--- src/rtl/expression_tokenizer_top_defines.svh ---
// Assertion macros for the expression tokenizer.
// Included by the top level; no other dependencies.
`ifndef EXPRESSION_TOKENIZER_TOP_DEFINES_SVH
`define EXPRESSION_TOKENIZER_TOP_DEFINES_SVH
`ifndef SYNTH
// Same-cycle implication, disabled during reset.
`define EXPTOK_ASSERT_IMP(name, clk, rst_n, ante, cons) \
    name: assert property (@(posedge clk) disable iff (!rst_n) (ante) |-> (cons)) \
        else $error("exptok: implication check failed");
// Next-cycle implication, disabled during reset.
`define EXPTOK_ASSERT_NXT(name, clk, rst_n, ante, cons) \
    name: assert property (@(posedge clk) disable iff (!rst_n) (ante) |=> (cons)) \
        else $error("exptok: next-cycle check failed");
`else
`define EXPTOK_ASSERT_IMP(name, clk, rst_n, ante, cons)
`define EXPTOK_ASSERT_NXT(name, clk, rst_n, ante, cons)
`endif
`endif

--- src/rtl/exptok_pkg.sv ---
// Shared types, constants and character-class functions of the expression tokenizer.
// No dependencies.
`timescale 1ns / 1ps
`default_nettype none

package exptok_pkg;

    // Field widths.
    localparam int POSITION_BITS = 16;
    localparam int LENGTH_BITS   = 8;
    localparam int KIND_BITS     = 4;
    localparam int BYTE_BITS     = 8;

    localparam logic [POSITION_BITS-1:0] POS_ONE = POSITION_BITS'(1);
    localparam logic [POSITION_BITS-1:0] POS_MAX = {POSITION_BITS{1'b1}};
    localparam logic [LENGTH_BITS-1:0]   LEN_ONE = LENGTH_BITS'(1);
    localparam logic [LENGTH_BITS-1:0]   LEN_MAX = {LENGTH_BITS{1'b1}};

    // Result queue sizing.
    localparam int QUEUE_DEPTH = 8;
    localparam int PTR_BITS    = $clog2(QUEUE_DEPTH);
    localparam int CNT_BITS    = $clog2(QUEUE_DEPTH + 1);
    localparam logic [CNT_BITS:0] ACCEPT_LIMIT = (CNT_BITS + 1)'(QUEUE_DEPTH - 2);

    // Tokens pushed per step.
    localparam int PUSH_BITS = 2;
    localparam logic [PUSH_BITS-1:0] PUSH_NONE = 2'd0;
    localparam logic [PUSH_BITS-1:0] PUSH_ONE  = 2'd1;
    localparam logic [PUSH_BITS-1:0] PUSH_TWO  = 2'd2;

    // Input function codes.
    localparam logic FUNC_BYTE = 1'b0;
    localparam logic FUNC_END  = 1'b1;

    // Token kinds.
    localparam logic [KIND_BITS-1:0] KIND_NUM     = 4'd0;
    localparam logic [KIND_BITS-1:0] KIND_IDENT   = 4'd1;
    localparam logic [KIND_BITS-1:0] KIND_PLUS    = 4'd2;
    localparam logic [KIND_BITS-1:0] KIND_MINUS   = 4'd3;
    localparam logic [KIND_BITS-1:0] KIND_STAR    = 4'd4;
    localparam logic [KIND_BITS-1:0] KIND_SLASH   = 4'd5;
    localparam logic [KIND_BITS-1:0] KIND_COMMA   = 4'd6;
    localparam logic [KIND_BITS-1:0] KIND_EQUAL   = 4'd7;
    localparam logic [KIND_BITS-1:0] KIND_LPAREN  = 4'd8;
    localparam logic [KIND_BITS-1:0] KIND_RPAREN  = 4'd9;
    localparam logic [KIND_BITS-1:0] KIND_INVALID = 4'd10;
    localparam logic [KIND_BITS-1:0] KIND_END     = 4'd11;
    localparam logic [KIND_BITS-1:0] KIND_ERROR   = 4'd12;

    // Character codes.
    localparam logic [BYTE_BITS-1:0] CH_PLUS   = 8'h2B;
    localparam logic [BYTE_BITS-1:0] CH_MINUS  = 8'h2D;
    localparam logic [BYTE_BITS-1:0] CH_STAR   = 8'h2A;
    localparam logic [BYTE_BITS-1:0] CH_SLASH  = 8'h2F;
    localparam logic [BYTE_BITS-1:0] CH_COMMA  = 8'h2C;
    localparam logic [BYTE_BITS-1:0] CH_EQUAL  = 8'h3D;
    localparam logic [BYTE_BITS-1:0] CH_LPAREN = 8'h28;
    localparam logic [BYTE_BITS-1:0] CH_RPAREN = 8'h29;
    localparam logic [BYTE_BITS-1:0] CH_DOT    = 8'h2E;
    localparam logic [BYTE_BITS-1:0] CH_UNDER  = 8'h5F;
    localparam logic [BYTE_BITS-1:0] CH_TAB    = 8'h09;
    localparam logic [BYTE_BITS-1:0] CH_LF     = 8'h0A;
    localparam logic [BYTE_BITS-1:0] CH_CR     = 8'h0D;
    localparam logic [BYTE_BITS-1:0] CH_SPACE  = 8'h20;
    localparam logic [BYTE_BITS-1:0] CH_ZERO   = 8'h30;
    localparam logic [BYTE_BITS-1:0] CH_NINE   = 8'h39;
    localparam logic [BYTE_BITS-1:0] CH_LA     = 8'h61;
    localparam logic [BYTE_BITS-1:0] CH_LZ     = 8'h7A;
    localparam logic [BYTE_BITS-1:0] CH_UA     = 8'h41;
    localparam logic [BYTE_BITS-1:0] CH_UZ     = 8'h5A;

    // One result item.
    typedef struct packed {
        logic [KIND_BITS-1:0]     token_kind;
        logic [POSITION_BITS-1:0] start_line;
        logic [POSITION_BITS-1:0] start_column;
        logic [LENGTH_BITS-1:0]   token_length;
        logic [BYTE_BITS-1:0]     first_byte;
        logic                     last;
    } token_t;

    // Tokens produced by one step, handed from the lexer to the queue.
    typedef struct packed {
        logic [PUSH_BITS-1:0] count;
        token_t               tok0;
        token_t               tok1;
    } push_t;

    // Queue fill level, seen by the lexer for flow control.
    typedef struct packed {
        logic [CNT_BITS-1:0] count;
    } queue_status_t;

    function automatic logic is_digit(input logic [BYTE_BITS-1:0] c);
        return (c >= CH_ZERO) && (c <= CH_NINE);
    endfunction

    function automatic logic is_alpha(input logic [BYTE_BITS-1:0] c);
        return ((c >= CH_LA) && (c <= CH_LZ)) || ((c >= CH_UA) && (c <= CH_UZ));
    endfunction

    function automatic logic is_word(input logic [BYTE_BITS-1:0] c);
        return is_alpha(c) || is_digit(c) || (c == CH_UNDER);
    endfunction

    function automatic logic is_space(input logic [BYTE_BITS-1:0] c);
        return (c == CH_SPACE) || (c == CH_TAB) || (c == CH_CR) || (c == CH_LF);
    endfunction

    // Operator kind, or KIND_NUM when the byte is no operator.
    function automatic logic [KIND_BITS-1:0] op_kind(input logic [BYTE_BITS-1:0] c);
        logic [KIND_BITS-1:0] k;
        unique case (c)
            CH_PLUS:   k = KIND_PLUS;
            CH_MINUS:  k = KIND_MINUS;
            CH_STAR:   k = KIND_STAR;
            CH_SLASH:  k = KIND_SLASH;
            CH_COMMA:  k = KIND_COMMA;
            CH_EQUAL:  k = KIND_EQUAL;
            CH_LPAREN: k = KIND_LPAREN;
            CH_RPAREN: k = KIND_RPAREN;
            default:   k = KIND_NUM;
        endcase
        return k;
    endfunction

endpackage

`default_nettype wire

--- src/rtl/exptok_ifs.sv ---
// Valid/ready channel interfaces for the source-byte input and the token output.
// Depends on exptok_pkg.
`timescale 1ns / 1ps
`default_nettype none

interface exptok_in_if;
    logic                            valid;
    logic                            ready;
    logic                            func;
    logic [exptok_pkg::BYTE_BITS-1:0] char_code;

    modport source (output valid, output func, output char_code, input ready);
    modport sink (input valid, input func, input char_code, output ready);
endinterface

interface exptok_out_if;
    logic                                valid;
    logic                                ready;
    logic [exptok_pkg::KIND_BITS-1:0]     token_kind;
    logic [exptok_pkg::POSITION_BITS-1:0] start_line;
    logic [exptok_pkg::POSITION_BITS-1:0] start_column;
    logic [exptok_pkg::LENGTH_BITS-1:0]   token_length;
    logic [exptok_pkg::BYTE_BITS-1:0]     first_byte;
    logic                                last;

    modport source (output valid, output token_kind, output start_line,
                    output start_column, output token_length, output first_byte,
                    output last, input ready);
    modport sink (input valid, input token_kind, input start_line,
                  input start_column, input token_length, input first_byte,
                  input last, output ready);
endinterface

`default_nettype wire

--- src/rtl/exptok_lexer.sv ---
// Input register, scan state and per-byte tokenizing logic.
// Depends on exptok_pkg and exptok_ifs.
`timescale 1ns / 1ps
`default_nettype none

module exptok_lexer
(
    input  wire logic                       clk,
    input  wire logic                       rst_n,
    exptok_in_if.sink                       in_ch,
    input  wire exptok_pkg::queue_status_t  q_status,
    output exptok_pkg::push_t               push
);

    typedef enum logic [2:0] {
        MODE_IDLE,
        MODE_INT,
        MODE_DOT,
        MODE_FRAC,
        MODE_IDENT,
        MODE_HALT
    } mode_t;

    // Input register.
    logic                             stage_valid_reg;
    logic                             func_reg;
    logic [exptok_pkg::BYTE_BITS-1:0] char_reg;

    // Scan state.
    mode_t                                mode_reg, mode_next;
    logic [exptok_pkg::POSITION_BITS-1:0] cur_line_reg, cur_line_next;
    logic [exptok_pkg::POSITION_BITS-1:0] cur_col_reg, cur_col_next;
    logic [exptok_pkg::POSITION_BITS-1:0] pend_line_reg, pend_line_next;
    logic [exptok_pkg::POSITION_BITS-1:0] pend_col_reg, pend_col_next;
    logic [exptok_pkg::LENGTH_BITS-1:0]   pend_len_reg, pend_len_next;
    logic [exptok_pkg::BYTE_BITS-1:0]     pend_first_reg, pend_first_next;

    // Step decode.
    logic                              flush_en;
    logic [exptok_pkg::KIND_BITS-1:0]  flush_kind;
    logic                              idle_en;
    logic                              grow_en;
    logic                              sec_en;
    exptok_pkg::token_t                sec_tok;
    exptok_pkg::token_t                flush_tok;
    logic [exptok_pkg::POSITION_BITS-1:0] adv_line;
    logic [exptok_pkg::POSITION_BITS-1:0] adv_col;
    logic [exptok_pkg::CNT_BITS:0]     room_used;

    // Accept only when the queue has room for this item and the one in the register.
    assign room_used = {1'b0, q_status.count}
                     + (stage_valid_reg ? (exptok_pkg::CNT_BITS + 1)'(2)
                                        : (exptok_pkg::CNT_BITS + 1)'(0));
    assign in_ch.ready = (room_used <= exptok_pkg::ACCEPT_LIMIT);

    // Position after the current byte, saturating.
    always_comb
    begin
        adv_line = cur_line_reg;
        adv_col  = cur_col_reg;
        if (char_reg == exptok_pkg::CH_LF)
        begin
            if (cur_line_reg != exptok_pkg::POS_MAX)
            begin
                adv_line = cur_line_reg + exptok_pkg::POS_ONE;
            end
            adv_col = exptok_pkg::POS_ONE;
        end
        else if (cur_col_reg != exptok_pkg::POS_MAX)
        begin
            adv_col = cur_col_reg + exptok_pkg::POS_ONE;
        end
    end

    // Mode transitions and the tokens one step emits.
    always_comb
    begin
        mode_next       = mode_reg;
        cur_line_next   = cur_line_reg;
        cur_col_next    = cur_col_reg;
        pend_line_next  = pend_line_reg;
        pend_col_next   = pend_col_reg;
        pend_len_next   = pend_len_reg;
        pend_first_next = pend_first_reg;
        flush_en        = 1'b0;
        flush_kind      = exptok_pkg::KIND_NUM;
        idle_en         = 1'b0;
        grow_en         = 1'b0;
        sec_en          = 1'b0;
        sec_tok         = '0;

        if (stage_valid_reg)
        begin
            if (func_reg == exptok_pkg::FUNC_END)
            begin
                unique case (mode_reg)
                    MODE_INT, MODE_FRAC:
                    begin
                        flush_en   = 1'b1;
                        flush_kind = exptok_pkg::KIND_NUM;
                    end
                    MODE_IDENT:
                    begin
                        flush_en   = 1'b1;
                        flush_kind = exptok_pkg::KIND_IDENT;
                    end
                    MODE_DOT:
                    begin
                        flush_en   = 1'b1;
                        flush_kind = exptok_pkg::KIND_ERROR;
                    end
                    default:
                    begin
                    end
                endcase
                sec_en               = 1'b1;
                sec_tok.token_kind   = exptok_pkg::KIND_END;
                sec_tok.start_line   = cur_line_reg;
                sec_tok.start_column = cur_col_reg;
                mode_next            = MODE_IDLE;
                cur_line_next        = exptok_pkg::POS_ONE;
                cur_col_next         = exptok_pkg::POS_ONE;
                pend_line_next       = exptok_pkg::POS_ONE;
                pend_col_next        = exptok_pkg::POS_ONE;
                pend_len_next        = '0;
                pend_first_next      = '0;
            end
            else
            begin
                unique case (mode_reg)
                    MODE_HALT:
                    begin
                    end
                    MODE_INT:
                    begin
                        if (exptok_pkg::is_digit(char_reg))
                        begin
                            grow_en = 1'b1;
                        end
                        else if (char_reg == exptok_pkg::CH_DOT)
                        begin
                            grow_en   = 1'b1;
                            mode_next = MODE_DOT;
                        end
                        else
                        begin
                            flush_en   = 1'b1;
                            flush_kind = exptok_pkg::KIND_NUM;
                            idle_en    = 1'b1;
                        end
                    end
                    MODE_DOT:
                    begin
                        if (exptok_pkg::is_digit(char_reg))
                        begin
                            grow_en   = 1'b1;
                            mode_next = MODE_FRAC;
                        end
                        else
                        begin
                            // The byte is dropped and the scanner halts.
                            flush_en   = 1'b1;
                            flush_kind = exptok_pkg::KIND_ERROR;
                            mode_next  = MODE_HALT;
                        end
                    end
                    MODE_FRAC:
                    begin
                        if (exptok_pkg::is_digit(char_reg))
                        begin
                            grow_en = 1'b1;
                        end
                        else
                        begin
                            flush_en   = 1'b1;
                            flush_kind = exptok_pkg::KIND_NUM;
                            idle_en    = 1'b1;
                        end
                    end
                    MODE_IDENT:
                    begin
                        if (exptok_pkg::is_word(char_reg))
                        begin
                            grow_en = 1'b1;
                        end
                        else
                        begin
                            flush_en   = 1'b1;
                            flush_kind = exptok_pkg::KIND_IDENT;
                            idle_en    = 1'b1;
                        end
                    end
                    default:
                    begin
                        idle_en = 1'b1;
                    end
                endcase

                // Extend the pending lexeme.
                if (grow_en)
                begin
                    if (pend_len_reg != exptok_pkg::LEN_MAX)
                    begin
                        pend_len_next = pend_len_reg + exptok_pkg::LEN_ONE;
                    end
                    cur_line_next = adv_line;
                    cur_col_next  = adv_col;
                end

                // Handle the byte as the start of a new token.
                if (idle_en)
                begin
                    mode_next     = MODE_IDLE;
                    cur_line_next = adv_line;
                    cur_col_next  = adv_col;
                    if (exptok_pkg::is_space(char_reg))
                    begin
                    end
                    else if (exptok_pkg::is_digit(char_reg) || exptok_pkg::is_alpha(char_reg)
                             || (char_reg == exptok_pkg::CH_UNDER))
                    begin
                        mode_next       = exptok_pkg::is_digit(char_reg) ? MODE_INT
                                                                         : MODE_IDENT;
                        pend_line_next  = cur_line_reg;
                        pend_col_next   = cur_col_reg;
                        pend_len_next   = exptok_pkg::LEN_ONE;
                        pend_first_next = char_reg;
                    end
                    else
                    begin
                        // Operator or invalid byte: a one-byte token.
                        sec_en               = 1'b1;
                        sec_tok.token_kind   = (exptok_pkg::op_kind(char_reg)
                                                != exptok_pkg::KIND_NUM)
                                               ? exptok_pkg::op_kind(char_reg)
                                               : exptok_pkg::KIND_INVALID;
                        sec_tok.start_line   = cur_line_reg;
                        sec_tok.start_column = cur_col_reg;
                        sec_tok.token_length = exptok_pkg::LEN_ONE;
                        sec_tok.first_byte   = char_reg;
                    end
                end
            end
        end
    end

    // Pending token as it is reported when closed.
    always_comb
    begin
        flush_tok              = '0;
        flush_tok.token_kind   = flush_kind;
        flush_tok.start_line   = pend_line_reg;
        flush_tok.start_column = pend_col_reg;
        flush_tok.token_length = pend_len_reg;
        flush_tok.first_byte   = pend_first_reg;
    end

    // Order the step's tokens and mark the final one.
    always_comb
    begin
        push.tok1      = sec_tok;
        push.tok1.last = 1'b1;
        if (flush_en)
        begin
            push.tok0      = flush_tok;
            push.tok0.last = !sec_en;
            push.count     = sec_en ? exptok_pkg::PUSH_TWO : exptok_pkg::PUSH_ONE;
        end
        else
        begin
            push.tok0      = sec_tok;
            push.tok0.last = 1'b1;
            push.count     = sec_en ? exptok_pkg::PUSH_ONE : exptok_pkg::PUSH_NONE;
        end
    end

    // Input register payload.
    always_ff @(posedge clk)
    begin
        if (in_ch.valid && in_ch.ready)
        begin
            func_reg <= in_ch.func;
            char_reg <= in_ch.char_code;
        end
    end

    // Input valid flag and scan state.
    always_ff @(posedge clk or negedge rst_n)
    begin
        if (!rst_n)
        begin
            stage_valid_reg <= 1'b0;
            mode_reg        <= MODE_IDLE;
            cur_line_reg    <= exptok_pkg::POS_ONE;
            cur_col_reg     <= exptok_pkg::POS_ONE;
            pend_line_reg   <= exptok_pkg::POS_ONE;
            pend_col_reg    <= exptok_pkg::POS_ONE;
            pend_len_reg    <= '0;
            pend_first_reg  <= '0;
        end
        else
        begin
            stage_valid_reg <= in_ch.valid && in_ch.ready;
            mode_reg        <= mode_next;
            cur_line_reg    <= cur_line_next;
            cur_col_reg     <= cur_col_next;
            pend_line_reg   <= pend_line_next;
            pend_col_reg    <= pend_col_next;
            pend_len_reg    <= pend_len_next;
            pend_first_reg  <= pend_first_next;
        end
    end

endmodule

`default_nettype wire

--- src/rtl/exptok_queue.sv ---
// Result queue: takes up to two tokens per cycle and hands out one per transfer.
// Depends on exptok_pkg and exptok_ifs.
`timescale 1ns / 1ps
`default_nettype none

module exptok_queue
(
    input  wire logic                   clk,
    input  wire logic                   rst_n,
    input  wire exptok_pkg::push_t      push,
    exptok_out_if.source                out_ch,
    output exptok_pkg::queue_status_t   q_status
);

    exptok_pkg::token_t                store_reg [exptok_pkg::QUEUE_DEPTH];
    logic [exptok_pkg::PTR_BITS-1:0]   wr_ptr_reg, wr_ptr_next;
    logic [exptok_pkg::PTR_BITS-1:0]   rd_ptr_reg, rd_ptr_next;
    logic [exptok_pkg::CNT_BITS-1:0]   count_reg, count_next;
    logic [exptok_pkg::PTR_BITS-1:0]   wr_ptr_plus1;
    logic                              pop;
    exptok_pkg::token_t                head;

    assign wr_ptr_plus1 = wr_ptr_reg + exptok_pkg::PTR_BITS'(1);
    assign pop          = out_ch.valid && out_ch.ready;
    assign head         = store_reg[rd_ptr_reg];

    // Output side.
    assign out_ch.valid        = (count_reg != '0);
    assign out_ch.token_kind   = head.token_kind;
    assign out_ch.start_line   = head.start_line;
    assign out_ch.start_column = head.start_column;
    assign out_ch.token_length = head.token_length;
    assign out_ch.first_byte   = head.first_byte;
    assign out_ch.last         = head.last;
    assign q_status.count      = count_reg;

    // Pointer and fill-level update.
    always_comb
    begin
        wr_ptr_next = wr_ptr_reg + exptok_pkg::PTR_BITS'(push.count);
        rd_ptr_next = rd_ptr_reg + (pop ? exptok_pkg::PTR_BITS'(1) : exptok_pkg::PTR_BITS'(0));
        count_next  = count_reg + exptok_pkg::CNT_BITS'(push.count)
                    - (pop ? exptok_pkg::CNT_BITS'(1) : exptok_pkg::CNT_BITS'(0));
    end

    // Token storage.
    always_ff @(posedge clk)
    begin
        if (push.count != exptok_pkg::PUSH_NONE)
        begin
            store_reg[wr_ptr_reg] <= push.tok0;
        end
        if (push.count == exptok_pkg::PUSH_TWO)
        begin
            store_reg[wr_ptr_plus1] <= push.tok1;
        end
    end

    always_ff @(posedge clk or negedge rst_n)
    begin
        if (!rst_n)
        begin
            wr_ptr_reg <= '0;
            rd_ptr_reg <= '0;
            count_reg  <= '0;
        end
        else
        begin
            wr_ptr_reg <= wr_ptr_next;
            rd_ptr_reg <= rd_ptr_next;
            count_reg  <= count_next;
        end
    end

endmodule

`default_nettype wire

--- src/rtl/expression_tokenizer_top.sv ---
// Expression tokenizer: an accepted byte passes the lexer's input register and the result queue
// before its tokens reach the output. Throughput one byte per cycle while each byte yields at
// most one token and the output stays ready; a byte that closes a pending token and emits another
// costs two output transfers, drained one per cycle while the output is ready, from an 8-entry result queue.
// Reset (asynchronous, active low) empties the queue and returns to line 1, column 1.
// Top level; depends on exptok_pkg, exptok_ifs, exptok_lexer, exptok_queue and the defines header.
`timescale 1ns / 1ps
`default_nettype none
`include "expression_tokenizer_top_defines.svh"

module expression_tokenizer_top
(
    input  wire logic       clk,
    input  wire logic       rst_n,
    exptok_in_if.sink       in_ch,
    exptok_out_if.source    out_ch
);

    exptok_pkg::push_t          push;
    exptok_pkg::queue_status_t  q_status;

    // Scanner with its input register.
    exptok_lexer u_lexer
    (
        .clk      (clk),
        .rst_n    (rst_n),
        .in_ch    (in_ch),
        .q_status (q_status),
        .push     (push)
    );

    // Result queue toward the output channel.
    exptok_queue u_queue
    (
        .clk      (clk),
        .rst_n    (rst_n),
        .push     (push),
        .out_ch   (out_ch),
        .q_status (q_status)
    );

    // The queue never overfills.
    `EXPTOK_ASSERT_IMP(a_no_overflow, clk, rst_n, 1'b1, q_status.count <= exptok_pkg::CNT_BITS'(exptok_pkg::QUEUE_DEPTH))
    // Input is taken only with room for two tokens left over.
    `EXPTOK_ASSERT_IMP(a_room_on_accept, clk, rst_n, in_ch.ready, q_status.count <= exptok_pkg::CNT_BITS'(exptok_pkg::QUEUE_DEPTH - 2))
    // Only the final token of a two-token step carries last.
    `EXPTOK_ASSERT_IMP(a_last_order, clk, rst_n, push.count == exptok_pkg::PUSH_TWO, !push.tok0.last && push.tok1.last)
    // Two pushed tokens are both held in the queue on the next cycle.
    `EXPTOK_ASSERT_NXT(a_two_stored, clk, rst_n, push.count == exptok_pkg::PUSH_TWO, q_status.count >= exptok_pkg::CNT_BITS'(2))

endmodule

`default_nettype wire

--- src/flat_wrapper.sv ---
// flat-port wrapper written by rule: the top's interface ports become plain ports
module expression_tokenizer_top_flat 
  (clk, rst_n, in_ch_valid, in_ch_func, in_ch_char_code, in_ch_ready, out_ch_valid, out_ch_token_kind, out_ch_start_line, out_ch_start_column, out_ch_token_length, out_ch_first_byte, out_ch_last, out_ch_ready);
  exptok_in_if in_ch_i ();
  exptok_out_if out_ch_i ();
  input  wire logic clk;
  input  wire logic rst_n;
  input wire logic [$bits(in_ch_i.valid)-1:0] in_ch_valid;
  input wire logic [$bits(in_ch_i.func)-1:0] in_ch_func;
  input wire logic [$bits(in_ch_i.char_code)-1:0] in_ch_char_code;
  output wire logic [$bits(in_ch_i.ready)-1:0] in_ch_ready;
  output wire logic [$bits(out_ch_i.valid)-1:0] out_ch_valid;
  output wire logic [$bits(out_ch_i.token_kind)-1:0] out_ch_token_kind;
  output wire logic [$bits(out_ch_i.start_line)-1:0] out_ch_start_line;
  output wire logic [$bits(out_ch_i.start_column)-1:0] out_ch_start_column;
  output wire logic [$bits(out_ch_i.token_length)-1:0] out_ch_token_length;
  output wire logic [$bits(out_ch_i.first_byte)-1:0] out_ch_first_byte;
  output wire logic [$bits(out_ch_i.last)-1:0] out_ch_last;
  input wire logic [$bits(out_ch_i.ready)-1:0] out_ch_ready;
  assign in_ch_i.valid = in_ch_valid;
  assign in_ch_i.func = in_ch_func;
  assign in_ch_i.char_code = in_ch_char_code;
  assign in_ch_ready = in_ch_i.ready;
  assign out_ch_valid = out_ch_i.valid;
  assign out_ch_token_kind = out_ch_i.token_kind;
  assign out_ch_start_line = out_ch_i.start_line;
  assign out_ch_start_column = out_ch_i.start_column;
  assign out_ch_token_length = out_ch_i.token_length;
  assign out_ch_first_byte = out_ch_i.first_byte;
  assign out_ch_last = out_ch_i.last;
  assign out_ch_i.ready = out_ch_ready;
  expression_tokenizer_top u_core (.clk(clk), .rst_n(rst_n), .in_ch(in_ch_i), .out_ch(out_ch_i));
endmodule
--- config.mk ---
export PLATFORM = sky130hd
export DESIGN_NAME = expression_tokenizer_top_flat
export DESIGN_NICKNAME = d
export VERILOG_FILES = /design/src/rtl/exptok_pkg.sv /design/src/rtl/exptok_ifs.sv /design/src/rtl/exptok_lexer.sv /design/src/rtl/exptok_queue.sv /design/src/rtl/expression_tokenizer_top.sv /design/src/flat_wrapper.sv
export VERILOG_INCLUDE_DIRS = /design/src /design/src/rtl
export SDC_FILE = /design/constraint.sdc
export NUM_CORES = 1
export LEC_CHECK = 0
export BUFFER_PORTS_ARGS = -buffer_cell sky130_fd_sc_hd__buf_2
export CAP_MARGIN = 30
export CORE_MARGIN = 2
export CORE_UTILIZATION = 45
export CTS_BUF_LIST = sky130_fd_sc_hd__clkbuf_4 sky130_fd_sc_hd__clkbuf_8
export CTS_CLUSTER_DIAMETER = 60
export CTS_CLUSTER_SIZE = 25
export DETAILED_ROUTE_END_ITERATION = 16
export SLEW_MARGIN = 20
export SYNTH_ARGS = -nofsm -noshare
export SYNTH_HDL_FRONTEND = slang
export SYNTH_SLANG_ARGS = --single-unit
--- constraint.sdc ---
create_clock -name clk -period 5.4 [get_ports clk]
set_input_delay 0.27 -clock clk [delete_from_list [all_inputs] [get_ports clk]]
set_output_delay 0.27 -clock clk [all_outputs]
set_load 0.01 [all_outputs]
# ---- Word level (Yosys, flattened, before mapping)
# Memory sizes are Yosys's and may differ from the RTL's.
# Cells that the tools add are included.
dict set report totals {
  register_bits 103
  latchBits 0
  ramBits 424
  romBits 0
  output_inout_bits 55
  word_cells 169
  memories 1
}
dict set report op_classes {
  addsub 9
  n_mul 0
  div_mod_pow 0
  n_lt_le_gt_ge 7
  n_eq_ne 26
  shift 0
  n_mux 88
  bitwise 0
  reduce_logical 25
}
# memory words word_bits rd rd_clocked_by_memory_dff wr line_no
set mem_list {}
lappend mem_list {u_core.u_queue.store_reg 8 53 1 0 2 exptok_queue.sv:15} ;# exptok_pkg::token_t store_reg [exptok_pkg::QUEUE_DEPTH];
# op n
set op_table {}
lappend op_table {{$mux 16} 19}
lappend op_table {{$mux 52} 4}
lappend op_table {{$eq 8x6->1 const B} 10}
lappend op_table {{$mux 8} 10}
lappend op_table {{$mux 55} 1}
lappend op_table {{$mux 36} 1}
lappend op_table {{$mux 4} 9}
lappend op_table {{$add 16x1->16 const B} 2}
lappend op_table {{$ne 16x16->1 const B} 2}
lappend op_table {{$pmux 4 s8} 1}
lappend op_table {{$mux 1} 27}
lappend op_table {{$eq 8x4->1 const B} 3}
lappend op_table {{$mux 3} 8}
lappend op_table {{$ge 8x7->1 const B} 2}
lappend op_table {{$le 8x7->1 const B} 2}
lappend op_table {{$pmux 4 s2} 2}
lappend op_table {{$reduce_bool 4->1} 3}
lappend op_table {{$add 8x1->8 const B} 1}
lappend op_table {{$eq 8x7->1 const B} 1}
lappend op_table {{$ge 8x6->1 const B} 1}
lappend op_table {{$le 8x6->1 const B} 1}
lappend op_table {{$ne 4x4->1 const B} 2}
lappend op_table {{$ne 8x8->1 const B} 1}
lappend op_table {{$reduce_and 4->1} 2}
lappend op_table {{24 further kinds} 40}

# ---- Depth between registers and ports, before layout
dict set report logic_depth {
  word_depth 23
  depth_mapped 17
  mapped_depth_nobuf 13
}

# ---- Cells and area by module
# A second synthesis with hierarchy kept.
dict set report hier_totals {
  cells_unflattened 1769
  hier_area_um2 27839.2
}
# mod instances cells_each area_per_inst_um2 seq_area_each_um2
set modules_own_cells {}
lappend modules_own_cells {exptok_queue 1 1146 21772.1 12982.5}
lappend modules_own_cells {exptok_lexer 1 623 6067.1 2377.3}

# ---- Worst setup path after synthesis
# No wires, ideal clock.
dict set report synth_timing {
  path_kind {reg-to-reg}
  startpoint {register u_core.u_lexer.char_reg[2] (netlist bit)}
  endpoint {memory u_core.u_queue.store_reg[7][17] (netlist bit) (enable)}
  setup_time_ps 399
  t_arrival_ps 4099
  required_time_ps 5001
  path_slack_ps 902
  path_stages_with_launch 14
  path_buffers 3
  period_less_slack_ps 4498
  path_cell_list {edfxtp_1 > or4_1 > o211ai_2 > a31oi_2 > o41ai_4 > buf_2 > inv_1 > ha_1 > nor2b_1 > clkbuf_1 > nand3_1 > and2_1 > clkbuf_1 > inv_1}
}
# element line_no
set synth_rtl {}
lappend synth_rtl {{start: declaration} exptok_lexer.sv:27} ;# logic [exptok_pkg::BYTE_BITS-1:0] char_reg;
lappend synth_rtl {{start signal: assignment} exptok_lexer.sv:283} ;# char_reg <= in_ch.char_code;
lappend synth_rtl {{end: declaration} exptok_queue.sv:15}

==> reports/qor.log <==
[run_status] outcome complete, no violations
[cts] number of buffers inserted by post-CTS setup repair 0
[floorplanning] effective utilization at floorplan 45.5%
[detailed_routing] total via count in the routed design 18500
[global_routing] GRT Resource Usage Total 25.7%
[global_routing] Remaining Overflow, GRT 0
[timing] Total Neg Setup Slack 0 ps
[layout] area delta synth->final 9.11%
[power] leakage power 9.27 nW
[synthesis] flops & latches, synth 527
[detailed_routing] Pre-Repair DR Iteration Count 6
[cts] number of buffers created by CTS 39
[timing] Final period util 85.8%
[worst_setup_path] Critical Path Start Type flop
[placed_design] worst-case setup slack after placement 634 ps
[cts] number of clock sinks seen by CTS 527
[detailed_routing] drt initial violations 2162
[min_path] hold-critical path depth 2
[floorplanning] height of the die 243 um
[synthesis] most common flop cell mapped by yosys sky130_fd_sc_hd__edfxtp_1
[global_routing] antenna violations before repair 1
[detailed_routing] total routed wirelength 75500 um
[cts] clock root cell sky130_fd_sc_hd__clkbuf_8
[placed_design] weighted congestion reported at the end of routability-driven placement 0.875
[layout] number of flip-flops under the largest register name 424
[synthesis] count of cell types in the netlist 84
[worst_setup_path] most prevalent standard cell on the critical path sky130_fd_sc_hd__buf_4
[timing] final worst path period need 4640 ps
[synthesis] area share of the largest cell type after synthesis 43.3%
[floorplanning] number of top-level design ports 68
[synthesis] number of flops mapped to enable cells by yosys 369
[cts] largest buffer count on any clock path 3
[global_routing] global-route wire length before repair 115000 um
[layout] fraction of layout cells with a size suffix above 1 18.6%
[worst_setup_path] Crit Path Class reg -> reg
[global_routing] vias in the first global route 18400
[worst_setup_path] critical path data arrival time 5000 ps
[worst_setup_path] longest individual stage delay on the worst path 830 ps
[placed_design] post-placement cell count 2861
[timing] Achievable Freq 216 MHz
[timing] number of hold violations in the final report 0
[layout] Non-Filler Instances 2945
[timing] final-report max-slew violation count 0
[worst_setup_path] worst reg2reg path depth 12
[timing] setup repair after global routing missed its margin no
[worst_setup_path] cell-by-cell listing of the critical path nand4b_1 > o211ai_2 > a311oi_2 > nor3_2 > buf_4 > ha_1 > nand2b_1 > nor2_1 > a21oi_1 > a21o_1 > buf_4 > o21ai_0
[detailed_routing] DRC violations left 0
[floorplanning] site row count 87
[synthesis] part of the Yosys area used for sequential elements 57.5%
[synthesis] synthesis warning total 0
[synthesis] post-synthesis net count 2219
[min_path] path type of the worst min-delay path in -> reg
[cts] clock slew at reported path FFs 110 ps
[timing] final-report setup violation count 0
[synthesis] most frequent cell after synthesis sky130_fd_sc_hd__nand2_1
[placed_design] I/O Buffers 67
[worst_setup_path] CP endpoint kind flop
[synthesis] area of the mapped netlist 0.0256 sq mm
[timing] worst-case headroom to the max-slew limit 38.0%
[placed_design] sum of net half-perimeters after detailed placement 44200 um
[layout] utilization after layout 49.6%
[floorplanning] floorplan core area 0.0563 sq mm
[worst_setup_path] maximum net fanout on the critical path 43
[timing] Min Hold Slack 65.9 ps
[timing] maximum clock skew at final layout 48.1 ps
[synthesis] Synth area leader sky130_fd_sc_hd__edfxtp_1
[synthesis] synthesized netlist cell count 2185
[cts] Clock Latency Late Sink 670 ps
[global_routing] pin count of the biggest net entering global routing 69
[detailed_routing] Vias/cell 6.28
[synthesis] Commonest cells post-synth sky130_fd_sc_hd__nand2_1 (410), sky130_fd_sc_hd__edfxtp_1 (369), sky130_fd_sc_hd__o21ai_0 (273), sky130_fd_sc_hd__clkbuf_1 (127), sky130_fd_sc_hd__mux4_2 (106)
[detailed_routing] post-detailed-route wirelength per cell 25.6 um
[flow_run] Maximum Capacitance Violations 0
[power] total power per unit cell area 451 mW/mm^2
[cts] number of H-tree levels 2
[synthesis] cell types with the largest area share after synthesis sky130_fd_sc_hd__edfxtp_1 (43%), sky130_fd_sc_hd__mux4_2 (9.3%), sky130_fd_sc_hd__dfrtp_1 (8.8%)
[floorplanning] Die Area 0.0588 sq mm
[worst_setup_path] Worst EP required 5760 ps
[cts] CTS tree yes
[synthesis] Mapped Avg Cell Area 11.7 sq um
[timing] minimum setup slack in the final design 765 ps
[detailed_routing] remaining antenna violation count 0
[timing] slew at the pin closest to its max-slew limit 930 ps
[floorplanning] Die X-Extent 243 um
[synthesis] proportion of synthesized flip-flops having asynchronous set or reset 17.8%
[worst_setup_path] cell with the largest stage delay on the worst path sky130_fd_sc_hd__a311oi_2
[power] Max IR drop VDD 0.437 mV
[layout] count of nets after finishing 2192
-- path summary, 6_finish.rpt --
| kind | startpoint | to | slack [ps] |
|---|---|---|---|
| worst max register to register | u_core.u_lexer.char_reg[1] | u_core.u_queue.store_reg[3][51] | 760 |
| worst min-delay path | in_ch_valid | u_core.u_lexer.stage_valid_reg | 70 |
| worst min register to register | u_core.u_queue.store_reg[1][11] | u_core.u_queue.store_reg[1][11] | 490 |
| max in group asynchronous | rst_n | u_core.u_lexer.pend_len_reg[1] | 4030 |
| min in group asynchronous | rst_n | u_core.u_queue.q_status[0] | 220 |
| worst max-delay path | u_core.u_lexer.char_reg[1] | u_core.u_queue.store_reg[3][51] | 760 |
-- worst max-delay path: cells and delay by family (launching register included) --
kind	cells	cell delay (ps)
adder cells (fa/ha/maj)	1	280
flip-flops	1	690
AND/OR/NAND/NOR	4	550
buffers and inverters	2	770
AO/OA/AOI/OAI	5	2040
-- final cells by class --
| type | instances | area [sq um] |
|---|---|---|
| clock inverter | 29 | 394 |
| multi-input combinational | 1404 | 9990 |
| inverter | 48 | 180 |
| clock buffer | 42 | 572 |
| fill | 4962 | 28300 |
| tap | 756 | 946 |
| timing repair buffer | 138 | 1130 |
| sequential | 527 | 14700 |
| antenna | 1 | 2.50 |
-- where the power goes --
group	internal, mW	total, mW	switching, mW
combinational	1.84	4.58	2.75
clock	0.914	2.52	1.61
sequential	4.93	5.51	0.578
-- what timing repair did --
action | 4_1_cts | 5_1_grt
resized for setup | 0 | 0
hold buffers | 11 | 0
endpoints found under the hold margin | 61 | 0
-- metal layers --
layer / global-route usage (%) / vias up / share of wire, %
li1: - / 8121 / -
met1: 35.1 / 9376 / 41
met2: 42.8 / 895 / 48
met3: 4.03 / 115 / 8.4
met4: 7.19 / 0 / 2.5
met5: 0 / - / 0
-- metrics by stage --
stage / area, sq um / power, mW
floorplan: 25600 / 8.33
global placement: 26800 / 10.1
detailed placement: 26900 / 10.2
CTS: 27900 / 12.7
global route: 27900 / 13.2
finish: 27900 / 12.6
-- placed cells by master (no fill, tap or decap), types with 14 or more instances in the layout --
| master | count |
|---|---|
| sky130_fd_sc_hd__buf_2 | 66 |
| sky130_fd_sc_hd__clkbuf_8 | 41 |
| sky130_fd_sc_hd__o21ai_0 | 273 |
| sky130_fd_sc_hd__o22ai_1 | 25 |
| sky130_fd_sc_hd__o21ai_1 | 92 |
| sky130_fd_sc_hd__a21oi_1 | 19 |
| sky130_fd_sc_hd__inv_1 | 38 |
| sky130_fd_sc_hd__mux4_2 | 106 |
| sky130_fd_sc_hd__buf_4 | 43 |
| sky130_fd_sc_hd__a22o_1 | 93 |
| sky130_fd_sc_hd__nand2_1 | 410 |
| sky130_fd_sc_hd__nand4_1 | 14 |
| sky130_fd_sc_hd__nand3_1 | 26 |
| sky130_fd_sc_hd__edfxtp_1 | 369 |
| sky130_fd_sc_hd__mux2_2 | 56 |
| sky130_fd_sc_hd__dfxtp_1 | 64 |
| sky130_fd_sc_hd__ha_1 | 19 |
| sky130_fd_sc_hd__nor2_1 | 51 |
| sky130_fd_sc_hd__dfrtp_1 | 87 |
| sky130_fd_sc_hd__buf_12 | 17 |
-- cells by family (layout without fill, tap and decap cells) --
kind of cell | Yosys count | after routing | share of synthesized area [%]
DFF | 527 | 527 | 57.5
buffers and inverters | 254 | 257 | 3.84
adders and majority gates | 21 | 21 | 1.08
AOI/OAI and AO/OA | 612 | 612 | 15.1
and+or+nand+nor | 590 | 590 | 10.0
muxes | 172 | 172 | 12.2
other | 0 | 1 | 0
xor gates and xnor gates | 9 | 9 | 0.308
(Power assumes the default switching activity.)
